### src/hw/rtl/char_lcd_cursor_writer_core_macros.svh
// ----------------------------------------------------------------------------
// Assertion macros for the character display cursor writer
// Each check comes in a simulation form and an empty synthesis form.
// ----------------------------------------------------------------------------
`ifndef CHAR_LCD_CURSOR_WRITER_CORE_MACROS_SVH
`define CHAR_LCD_CURSOR_WRITER_CORE_MACROS_SVH

`ifndef SYNTHESIS

// same-cycle implication, checked outside reset
`define CLCW_ASSERT_NOW(lbl, clk, rst_n, ante, cons) \
    lbl: assert property (@(posedge clk) disable iff (!(rst_n)) (ante) |-> (cons)) \
        else $error("clcw check failed");

// next-cycle implication, checked outside reset
`define CLCW_ASSERT_NEXT(lbl, clk, rst_n, ante, cons) \
    lbl: assert property (@(posedge clk) disable iff (!(rst_n)) (ante) |=> (cons)) \
        else $error("clcw check failed");

`else

`define CLCW_ASSERT_NOW(lbl, clk, rst_n, ante, cons)
`define CLCW_ASSERT_NEXT(lbl, clk, rst_n, ante, cons)

`endif

`endif

### src/hw/rtl/clcw_pkg.sv
// ----------------------------------------------------------------------------
// clcw_pkg
// Types and constants shared by the cursor writer front, queue and back.
// ----------------------------------------------------------------------------
`timescale 1ns / 1ps

package clcw_pkg;

    localparam int CMD_W  = 2;
    localparam int BYTE_W = 8;
    localparam int ROW_W  = 2;
    localparam int CFG_W  = 2;

    // command codes
    localparam logic [CMD_W-1:0] CMD_PUT   = 2'd0;
    localparam logic [CMD_W-1:0] CMD_GOTO  = 2'd1;
    localparam logic [CMD_W-1:0] CMD_CLEAR = 2'd2;

    // register indexes
    localparam logic [CFG_W-1:0] CFG_ROW0 = 2'd0;
    localparam logic [CFG_W-1:0] CFG_ROW1 = 2'd1;
    localparam logic [CFG_W-1:0] CFG_ROW2 = 2'd2;
    localparam logic [CFG_W-1:0] CFG_ROW3 = 2'd3;

    localparam logic [BYTE_W-1:0] ROW0_RESET = 8'd128;
    localparam logic [BYTE_W-1:0] ROW1_RESET = 8'd192;
    localparam logic [BYTE_W-1:0] ROW2_RESET = 8'd144;
    localparam logic [BYTE_W-1:0] ROW3_RESET = 8'd208;

    localparam logic [BYTE_W-1:0] NEWLINE_CODE = 8'd10;
    localparam logic [BYTE_W-1:0] IGNORED_CODE = 8'd4;
    localparam logic [BYTE_W-1:0] PRINT_LOW    = 8'd32;
    localparam logic [BYTE_W-1:0] PRINT_HIGH   = 8'd128;
    localparam logic [BYTE_W-1:0] CLEAR_INSTR  = 8'h01;
    localparam logic [ROW_W-1:0]  MAX_ROW      = 2'h3;

    localparam logic RS_INSTR = 1'b0;
    localparam logic RS_DATA  = 1'b1;

    typedef enum logic [1:0] {
        OP_NEWLINE,
        OP_PRINT,
        OP_GOTO,
        OP_CLEAR
    } t_op_kind;

    // classified item: data is the character code or the masked column
    typedef struct packed {
        t_op_kind          kind;
        logic [BYTE_W-1:0] data;
        logic [ROW_W-1:0]  row;
    } t_op;

    typedef struct packed {
        logic not_empty;
        logic full;
    } t_q_status;

endpackage

### src/hw/rtl/char_lcd_cursor_writer_core.sv
// ----------------------------------------------------------------------------
// char_lcd_cursor_writer_core
// Turns display commands into instruction and data byte writes for a
// four-row character display, tracking the cursor column and row.
//
//   channel   direction  handshake                payload
//   in        to core    i_in_valid / o_in_stall  i_command i_char_code i_column i_row
//   out       from core  o_out_valid / i_out_stall o_register_select o_byte_out
//                                                 o_last_of_run
//   cfg       to core    i_cfg_we                 i_cfg_index i_cfg_data
//
// One beat per cycle in and out while the queue is not full and the output is not
// stalled; a print that wraps to the next row costs the back end a set-address
// beat, then the data byte, everything else one beat.
// Synchronous active-low reset clears the cursor, the queue and the output valid.
// The input stalls only when the two-entry queue is full.
// ----------------------------------------------------------------------------
`timescale 1ns / 1ps
`include "char_lcd_cursor_writer_core_macros.svh"

module char_lcd_cursor_writer_core
    import clcw_pkg::*;
#(
    parameter int COLUMN_MASK = 15
) (
    input  logic              i_clk,
    input  logic              i_rst_n,
    input  logic              i_cfg_we,
    input  logic [CFG_W-1:0]  i_cfg_index,
    input  logic [BYTE_W-1:0] i_cfg_data,
    input  logic              i_in_valid,
    output logic              o_in_stall,
    input  logic [CMD_W-1:0]  i_command,
    input  logic [BYTE_W-1:0] i_char_code,
    input  logic [BYTE_W-1:0] i_column,
    input  logic [BYTE_W-1:0] i_row,
    output logic              o_out_valid,
    input  logic              i_out_stall,
    output logic              o_register_select,
    output logic [BYTE_W-1:0] o_byte_out,
    output logic              o_last_of_run
);

    t_q_status q_status;
    t_op       push_op;
    t_op       head;
    logic      push;
    logic      pop;

    clcw_front #(
        .COLUMN_MASK (COLUMN_MASK)
    ) u_front (
        .i_in_valid  (i_in_valid),
        .o_in_stall  (o_in_stall),
        .i_command   (i_command),
        .i_char_code (i_char_code),
        .i_column    (i_column),
        .i_row       (i_row),
        .i_q_status  (q_status),
        .o_push      (push),
        .o_push_op   (push_op)
    );

    clcw_queue u_queue (
        .i_clk     (i_clk),
        .i_rst_n   (i_rst_n),
        .i_push    (push),
        .i_push_op (push_op),
        .i_pop     (pop),
        .o_head    (head),
        .o_status  (q_status)
    );

    clcw_back #(
        .COLUMN_MASK (COLUMN_MASK)
    ) u_back (
        .i_clk             (i_clk),
        .i_rst_n           (i_rst_n),
        .i_cfg_we          (i_cfg_we),
        .i_cfg_index       (i_cfg_index),
        .i_cfg_data        (i_cfg_data),
        .i_head            (head),
        .i_q_status        (q_status),
        .o_pop             (pop),
        .o_out_valid       (o_out_valid),
        .i_out_stall       (i_out_stall),
        .o_register_select (o_register_select),
        .o_byte_out        (o_byte_out),
        .o_last_of_run     (o_last_of_run)
    );

    // a wrap set-address, once taken, is followed at once by its data byte
    `CLCW_ASSERT_NEXT(a_wrap_then_data, i_clk, i_rst_n, o_out_valid && !i_out_stall && !o_last_of_run, o_out_valid && o_register_select && o_last_of_run)
    // only instruction beats are ever non-final
    `CLCW_ASSERT_NOW(a_mid_is_instr, i_clk, i_rst_n, o_out_valid && !o_last_of_run, !o_register_select)
    // a stalled input means the queue holds work
    `CLCW_ASSERT_NOW(a_stall_has_work, i_clk, i_rst_n, o_in_stall, q_status.not_empty)
    // nothing is popped from an empty queue
    `CLCW_ASSERT_NOW(a_pop_nonempty, i_clk, i_rst_n, pop, q_status.not_empty)

endmodule

### src/hw/rtl/clcw_front.sv
// ----------------------------------------------------------------------------
// clcw_front
// Accepts command beats, drops those that write nothing and classifies the
// rest into queue entries with the goto column masked and row saturated.
// ----------------------------------------------------------------------------
`timescale 1ns / 1ps

module clcw_front
    import clcw_pkg::*;
#(
    parameter int COLUMN_MASK = 15
) (
    input  logic              i_in_valid,
    output logic              o_in_stall,
    input  logic [CMD_W-1:0]  i_command,
    input  logic [BYTE_W-1:0] i_char_code,
    input  logic [BYTE_W-1:0] i_column,
    input  logic [BYTE_W-1:0] i_row,
    input  t_q_status         i_q_status,
    output logic              o_push,
    output t_op               o_push_op
);

    logic accept;
    logic keep;

    assign o_in_stall = i_q_status.full;
    assign accept     = i_in_valid && !i_q_status.full;
    assign o_push     = accept && keep;

    always_comb begin
        keep           = 1'b0;
        o_push_op.kind = OP_PRINT;
        o_push_op.data = i_char_code;
        o_push_op.row  = (i_row > BYTE_W'(MAX_ROW)) ? MAX_ROW : i_row[ROW_W-1:0];
        unique case (i_command)
            CMD_PUT: begin
                if (i_char_code == NEWLINE_CODE) begin
                    keep           = 1'b1;
                    o_push_op.kind = OP_NEWLINE;
                end else if (i_char_code != IGNORED_CODE
                             && i_char_code >= PRINT_LOW
                             && i_char_code <= PRINT_HIGH) begin
                    keep           = 1'b1;
                    o_push_op.kind = OP_PRINT;
                end
            end
            CMD_GOTO: begin
                keep           = 1'b1;
                o_push_op.kind = OP_GOTO;
                o_push_op.data = i_column & BYTE_W'(COLUMN_MASK);
            end
            CMD_CLEAR: begin
                keep           = 1'b1;
                o_push_op.kind = OP_CLEAR;
            end
            default: begin
                keep = 1'b0;
            end
        endcase
    end

endmodule

### src/hw/rtl/clcw_queue.sv
// ----------------------------------------------------------------------------
// clcw_queue
// Two-entry queue of classified items between front and back.
// ----------------------------------------------------------------------------
`timescale 1ns / 1ps

module clcw_queue
    import clcw_pkg::*;
(
    input  logic      i_clk,
    input  logic      i_rst_n,
    input  logic      i_push,
    input  t_op       i_push_op,
    input  logic      i_pop,
    output t_op       o_head,
    output t_q_status o_status
);

    t_op        r_mem [2];
    logic       r_wr_ptr;
    logic       r_rd_ptr;
    logic [1:0] r_count;
    logic [1:0] n_count;

    assign o_head            = r_mem[r_rd_ptr];
    assign o_status.not_empty = (r_count != 2'd0);
    assign o_status.full      = (r_count == 2'd2);

    always_comb begin
        n_count = r_count;
        if (i_push && !i_pop) begin
            n_count = r_count + 2'd1;
        end else if (i_pop && !i_push) begin
            n_count = r_count - 2'd1;
        end
    end

    always_ff @(posedge i_clk) begin
        if (!i_rst_n) begin
            r_wr_ptr <= 1'b0;
            r_rd_ptr <= 1'b0;
            r_count  <= 2'd0;
        end else begin
            r_count <= n_count;
            if (i_push) begin
                r_wr_ptr <= ~r_wr_ptr;
            end
            if (i_pop) begin
                r_rd_ptr <= ~r_rd_ptr;
            end
        end
    end

    always_ff @(posedge i_clk) begin
        if (i_push) begin
            r_mem[r_wr_ptr] <= i_push_op;
        end
    end

endmodule

### src/hw/rtl/clcw_back.sv
// ----------------------------------------------------------------------------
// clcw_back
// Holds the cursor and row address registers, carries out queued items and
// drives the registered write output. A print past the last column gives the
// wrap set-address first, then the data byte.
// ----------------------------------------------------------------------------
`timescale 1ns / 1ps

module clcw_back
    import clcw_pkg::*;
#(
    parameter int COLUMN_MASK = 15
) (
    input  logic              i_clk,
    input  logic              i_rst_n,
    input  logic              i_cfg_we,
    input  logic [CFG_W-1:0]  i_cfg_index,
    input  logic [BYTE_W-1:0] i_cfg_data,
    input  t_op               i_head,
    input  t_q_status         i_q_status,
    output logic              o_pop,
    output logic              o_out_valid,
    input  logic              i_out_stall,
    output logic              o_register_select,
    output logic [BYTE_W-1:0] o_byte_out,
    output logic              o_last_of_run
);

    localparam int COL_W = $clog2(COLUMN_MASK + 2);

    logic [BYTE_W-1:0] r_row_addr [4];
    logic [COL_W-1:0]  r_col;
    logic [COL_W-1:0]  n_col;
    logic [ROW_W-1:0]  r_row;
    logic [ROW_W-1:0]  n_row;
    logic              r_out_valid;
    logic              r_rs;
    logic [BYTE_W-1:0] r_byte;
    logic              r_last;
    logic              n_rs;
    logic [BYTE_W-1:0] n_byte;
    logic              n_last;
    logic              out_free;
    logic              load;
    logic              wrap;
    logic [BYTE_W-1:0] set_addr;

    assign o_out_valid       = r_out_valid;
    assign o_register_select = r_rs;
    assign o_byte_out        = r_byte;
    assign o_last_of_run     = r_last;

    assign out_free = !r_out_valid || !i_out_stall;
    assign load     = i_q_status.not_empty && out_free;
    assign wrap     = r_col > COL_W'(COLUMN_MASK);
    // one read of the row table, at the row the cursor lands on
    assign set_addr = r_row_addr[n_row] | BYTE_W'(n_col);

    always_comb begin
        n_col = r_col;
        n_row = r_row;
        n_rs  = RS_INSTR;
        n_last = 1'b1;
        o_pop = 1'b0;
        unique case (i_head.kind)
            OP_NEWLINE: begin
                n_col = '0;
                n_row = r_row + 2'd1;
                o_pop = load;
            end
            OP_PRINT: begin
                if (wrap) begin
                    // wrap first, keep the item for the data byte
                    n_col  = '0;
                    n_row  = r_row + 2'd1;
                    n_last = 1'b0;
                end else begin
                    n_col = r_col + COL_W'(1);
                    n_rs  = RS_DATA;
                    o_pop = load;
                end
            end
            OP_GOTO: begin
                n_col = i_head.data[COL_W-1:0];
                n_row = i_head.row;
                o_pop = load;
            end
            OP_CLEAR: begin
                n_col = '0;
                n_row = '0;
                o_pop = load;
            end
            default: begin
                o_pop = 1'b0;
            end
        endcase
    end

    always_comb begin
        priority if (i_head.kind == OP_CLEAR) begin
            n_byte = CLEAR_INSTR;
        end else if (i_head.kind == OP_PRINT && !wrap) begin
            n_byte = i_head.data;
        end else begin
            n_byte = set_addr;
        end
    end

    always_ff @(posedge i_clk) begin
        if (!i_rst_n) begin
            r_col         <= '0;
            r_row         <= '0;
            r_out_valid   <= 1'b0;
            r_row_addr[0] <= ROW0_RESET;
            r_row_addr[1] <= ROW1_RESET;
            r_row_addr[2] <= ROW2_RESET;
            r_row_addr[3] <= ROW3_RESET;
        end else begin
            if (load) begin
                r_col       <= n_col;
                r_row       <= n_row;
                r_out_valid <= 1'b1;
            end else if (!i_out_stall) begin
                r_out_valid <= 1'b0;
            end
            if (i_cfg_we) begin
                unique case (i_cfg_index)
                    CFG_ROW0: r_row_addr[0] <= i_cfg_data;
                    CFG_ROW1: r_row_addr[1] <= i_cfg_data;
                    CFG_ROW2: r_row_addr[2] <= i_cfg_data;
                    CFG_ROW3: r_row_addr[3] <= i_cfg_data;
                    default:  r_row_addr[0] <= r_row_addr[0];
                endcase
            end
        end
    end

    always_ff @(posedge i_clk) begin
        if (load) begin
            r_rs   <= n_rs;
            r_byte <= n_byte;
            r_last <= n_last;
        end
    end

endmodule
### config.mk
export PLATFORM = sky130hd
export DESIGN_NAME = char_lcd_cursor_writer_core
export DESIGN_NICKNAME = d
export VERILOG_FILES = /design/src/hw/rtl/clcw_pkg.sv /design/src/hw/rtl/char_lcd_cursor_writer_core.sv /design/src/hw/rtl/clcw_front.sv /design/src/hw/rtl/clcw_queue.sv /design/src/hw/rtl/clcw_back.sv
export VERILOG_INCLUDE_DIRS = /design/src /design/src/hw/rtl
export SDC_FILE = /design/constraint.sdc
export NUM_CORES = 1
export LEC_CHECK = 0
export BUFFER_PORTS_ARGS = -buffer_cell sky130_fd_sc_hd__clkbuf_2
export CAP_MARGIN = 25
export CORE_ASPECT_RATIO = 1.25
export CORE_MARGIN = 5
export CORE_UTILIZATION = 40
export CTS_CLUSTER_DIAMETER = 120
export DETAILED_ROUTE_END_ITERATION = 7
export SYNTH_ARGS = -nofsm -noshare
export SYNTH_HDL_FRONTEND = slang
export SYNTH_SLANG_ARGS = --single-unit
### constraint.sdc
create_clock -name i_clk -period 2.5 [get_ports i_clk]
set_input_delay 0.5 -clock i_clk [delete_from_list [all_inputs] [get_ports i_clk]]
set_output_delay 0.5 -clock i_clk [all_outputs]
set_load 0.05 [all_outputs]
* Word level (Yosys, flattened, before mapping)
Memories as Yosys holds them, arrays and structs flattened. A register that Yosys moved wholly into a read port is not among the register bits. Index checks and enable logic that the tools add are counted.
Storage, ports and cells: flip-flop bits (word level) 22, bits in writable memories 56, input port bits 41, output and inout bits 12, memories kept 2
Cells by class: $add $sub $neg 4, order comparisons 4, equal/unequal tests 12, muxes and demuxes 44, bitwise gates (word level) 7, reduce and logical (&&, ||, !) cells 23
Memories:
- u_back.r_row_addr | depth 4, width 8, read ports 1, clocked after memory_dff 0, write ports 4, RTL line clcw_back.sv:31 | logic [BYTE_W-1:0] r_row_addr [4];
- u_queue.r_mem | depth 2, width 12, read ports 1, clocked after memory_dff 1, write ports 1, RTL line clcw_queue.sv:19 | t_op r_mem [2];
Operators with widths (count):
- two-way mux 8 bit | 6
- two-way mux 1 bit | 28
- case mux 5 bit (3 select lines) | 1
- == test 2 bit, second input constant | 6
- == test 8 x 4 -> 1 bit, second input constant | 1
- >= comparator 8 x 6 -> 1 bit, second input constant | 1
- > comparator 8 x 2 -> 1 bit, second input constant | 1
- <= comparator 8 bit, second input constant | 1
- logical AND 1 bit | 8
- two-way mux 2 bit | 4
- inequality test 8 x 3 -> 1 bit, second input constant | 1
- OR 8 x 5 -> 8 bit | 1
- case mux 2 bit (4 select lines) | 1
- == test 2 x 1 -> 1 bit, second input constant | 3
- logical NOT 1 bit | 6
- logical NOT 2 bit | 3
- case mux 2 bit (3 select lines) | 1
- adder 5 x 1 -> 5 bit, second input constant | 1
- > comparator 5 x 4 -> 1 bit, second input constant | 1
- two-way mux 5 bit | 1
- adder 2 x 1 -> 2 bit, second input constant | 2
- OR 1 bit | 4
- case mux 1 bit (2 select lines) | 2
- nonzero test 2 bit | 2
- other kinds (6) | 8

* Longest topological paths before layout
depth in word-level cells 11, gate-level depth with buffers 9

* Cells and area by module
A second synthesis with hierarchy kept.
Second synthesis, totals: cell total of the unflattened synthesis 307, area total of the unflattened synthesis 3875.0 um2
By module, submodules not included:
- clcw_back | times used 1, cells each 215, area each 2547.4 um2, sequential area each 1421.4 um2
- clcw_queue | times used 1, cells each 59, area each 1082.3 um2, sequential area each 820.8 um2
- clcw_front | times used 1, cells each 33, area each 245.2 um2, sequential area each 0.0 um2

* Worst setup path after synthesis
Ideal clock, no wire load.
kind flip-flop to flip-flop, start register u_queue.r_count[1], end register u_queue.r_count[1], data arrival time 2.206 ns, setup slack 0.219 ns, cell stages (with the launch flop) 8, cell sequence dfxtp_1 > nor2b_1 > nor3b_1 > o21ai_0 > inv_1 > ha_1 > or3_1 > a21boi_0
Between the ends: word-level cells in the longest chain between the ends 7, elaborated cells on any way between the ends 17, those cells by class add/sub: 2; eq/ne: 1; mux: 4; reduce/logical: 10
Ends and longest elaborated chain:
- from (decl) | RTL line clcw_queue.sv:22 | logic [1:0] r_count;
- from (signal assigned) | RTL line clcw_queue.sv:44 | r_count <= n_count;
- == test 2 bit (*) | RTL line clcw_queue.sv:27 | assign o_status.full = (r_count == 2'd2);
- named net o_in_stall | RTL line char_lcd_cursor_writer_core.sv:32 | output logic o_in_stall,
- logical NOT 1 bit (*) | RTL line clcw_front.sv:28 | assign accept = i_in_valid && !i_q_status.full;
- logical AND 1 bit (*) | RTL line clcw_front.sv:28
- logical AND 1 bit (*) | RTL line clcw_front.sv:29 | assign o_push = accept && keep;
- logical NOT 1 bit | RTL line clcw_queue.sv:33 | end else if (i_pop && !i_push) begin
- logical AND 1 bit | RTL line clcw_queue.sv:33
- nonzero test 2 bit (no line)
Mark *: on every way through the listed nets, which the timed path passes. The rest lies on a longest branch. The select of a mux whose other input is x is not followed. A chain may end at the register's enable or synchronous reset.

==> flow_summary.yaml <==
cells_and_area:
  diodes: 0
  multi_input_area_sq_mm: 0.00212
  layout_commonest_cell: "edfxtp_1"
  drive_above_1_share_pct: 27.8
  seqCellArea_sq_mm: 0.00224
  fillers: 1039
  fin_nets: 520
  design_area_sq_mm: 0.00531
  final_cell_mix: "edfxtp_1 (66), clkbuf_2 (48), and2_1 (36)"
  area_growth_syn_to_layout_pct: 18.8
  final_core_util_pct: 48.2
global_route:
  grt_pass1_vias: 3347
  grt_pass1_wl_um: 17400
  antenna_found_initial: 0
  grt_max_degree: 20
  grt_use_total_pct: 16.3
  grt_overflow_total: 0
routing:
  first_pass_iters: 4
  viasPerCell: 5.41
  vias: 3317
  route.detailed.drc: 0
  drtAntennaViolNets: 0
  drtIter0Drc: 184
  drt-total-wl_um: 10600
  post_drt_wl_per_cell_um: 17.3
die:
  die_h_um: 128
  die_w_um: 105
  boundaryPins: 53
  initial_core_util_pct: 40.6
  coreArea_sq_mm: 0.0110
  dieArea_sq_mm: 0.0134
  fp-row-count: 43
yosys:
  yosysWarningCount: 0
  synthTopCellsByArea: "edfxtp_1 (44%), dfxtp_1 (5.8%), mux2i_1 (5.4%)"
  synth_seq_cells: 79
  async_flop_share_pct: 0
  ys_seq_area_share_pct: 50.1
  syn_area_per_cell_sq_um: 11.2
  netlist_area_sq_mm: 0.00447
  synth_ff_type: "edfxtp_1"
  synth_cells: 400
  yosys.area.top_type: "edfxtp_1"
  syn_nets: 446
  synth_edf_count: 66
  yosysTopAreaCellShare_pct: 44.3
  ys_types: 64
setup_path:
  endpoint_kind: "register"
  cp_max_fo: 15
  crit_path_start_kind: "register"
  path_class: "reg2reg"
  cp_data_required_time_ns: 2.68
  cp.arrival_ns: 2.61
power:
  powerDensity_mw_per_mm2: 995
  ir_drop_mv: 0.387
  leakage_uw: 0.00203
  power_uw: 5280
timing:
  period_share_pct: 97.1
  layout_setup_ws_ns: 0.0730
  drv_slew: 0
  fin_crit_ns: 2.43
  fin_worst_skew_ns: 0.00707
  finalSetupViolCount: 0
  worst_pin_slew_ns: 0.606
  fmax_mhz: 412
  hold_violations: 0
  slew_headroom_pct: 59.6
hold_path:
  hp-class: "in2reg"
clock_network:
  clk_pin_slew_ns: 0.06
  cts_root_buf: "clkbuf_16"
  cts_resized: 0
  clock_latency_ns: 0.33
  hold_buffers: 0
  cts_setup_buffers: 0
  cts.sinks: 79
  cts-buffers-inserted: 9
  htreeDepth: 3
  cts_tree: "done"
  clockBufferDepth: 2
job:
  max_cap_viol_count: 0
place:
  post_dp_cell_area_sq_mm: 0.00503
  gp_congestion: 0.872
  pre_cts_slack_ns: 0.0286
  dpl.hpwl_um: 8220
  portBuffers: 48
outcome:
  outcome: "complete, no violations"
## state kept, by name, summed over array words and instances (netlist names), named ones only
name	cells
u_back.r_row_addr	32
u_queue.r_mem	24
u_back.o_byte_out	8
u_back.r_col	5
u_back.r_row	2
u_queue.r_count	2
u_back.o_last_of_run	1
u_back.o_out_valid	1
u_back.o_register_select	1
u_queue.r_rd_ptr	1
u_queue.r_wr_ptr	1
## where the power goes
group	internal, uW	leakage, uW	switching (uW)
Clock	658	0.000126	505
Sequential	1710	0.000728	160
Combinational	908	0.00117	1340
## critical path: stages, from the launching register on
cell,delay [ns]
dfxtp_2,0.37
buf_4,0.21
or3b_1,0.43
a221o_1,0.40
buf_4,0.17
o21ai_0,0.38
o41ai_2,0.14
a31oi_1,0.17
## cells in the mapped netlist (3+ instances only)
library cell,instances
a221oi_1,3
clkbuf_1,8
nand2_1,23
buf_2,6
mux2i_1,24
a22oi_1,9
nand2b_1,3
o22ai_1,3
edfxtp_1,66
or3_1,9
o32ai_1,3
a22o_1,4
or3b_1,3
a21oi_1,20
nor2b_1,6
ha_1,5
nor4_1,7
a221o_1,3
nor2_1,19
mux2_2,17
o21ai_0,30
and2_1,36
nand3_1,9
o221a_1,3
a21boi_0,3
inv_1,11
and3b_1,3
or2_2,5
dfxtp_1,13
## stage by stage
step,std cells,TNS (ns),hold slack (ns)
floorplan,400,0,0.470
global placement,597,0,0.469
detailed placement,598,0,0.501
CTS,613,0,0.432
global route,613,-0.0430,0.448
finish,613,0,0.437
## routing by layer
metal	vias up	GRT usage [%]	part of all wire, %
met5	-	0	0
met4	0	7.22	2.4
met3	15	2.92	3.6
met2	78	27.0	50
met1	1560	20.8	44
li1	1664	-	-
## path summary, 6_finish.rpt
kind                                         start                   end  slack, ns  depth (start not counted)
worst max register to register            register  u_back.o_byte_out[3]       0.07                          7
worst max-delay path                      register  u_back.o_byte_out[3]       0.07                          7
worst min register to register  u_back.o_out_valid    u_back.o_out_valid       0.50                          2
worst min-delay path                   i_out_stall    u_back.o_out_valid       0.44                          3
## layout make-up
type,instances,area share (%)
Tap cell,135,3.18
Sequential cell,79,42.3
Timing Repair Buffer,81,9.14
Inverter,11,0.777
Clock buffer,10,4.31
Clock inverter,5,0.495
Multi-Input combinational cell,292,39.8
## kinds of logic (layout without fill, tap and decap cells)
| kind of cell | after synthesis | after routing | share of synthesized area [%] |
|---|---|---|---|
| AOI/OAI and AO/OA | 102 | 102 | 16.2 |
| xor gates and xnor gates | 4 | 4 | 0.783 |
| adders and majority gates | 5 | 5 | 1.40 |
| buffers and inverters | 29 | 107 | 3.10 |
| DFF | 79 | 79 | 50.1 |
| muxes | 44 | 44 | 10.7 |
| and+or+nand+nor | 137 | 137 | 17.7 |
No activity file was read; power rests on OpenSTA's default activity.
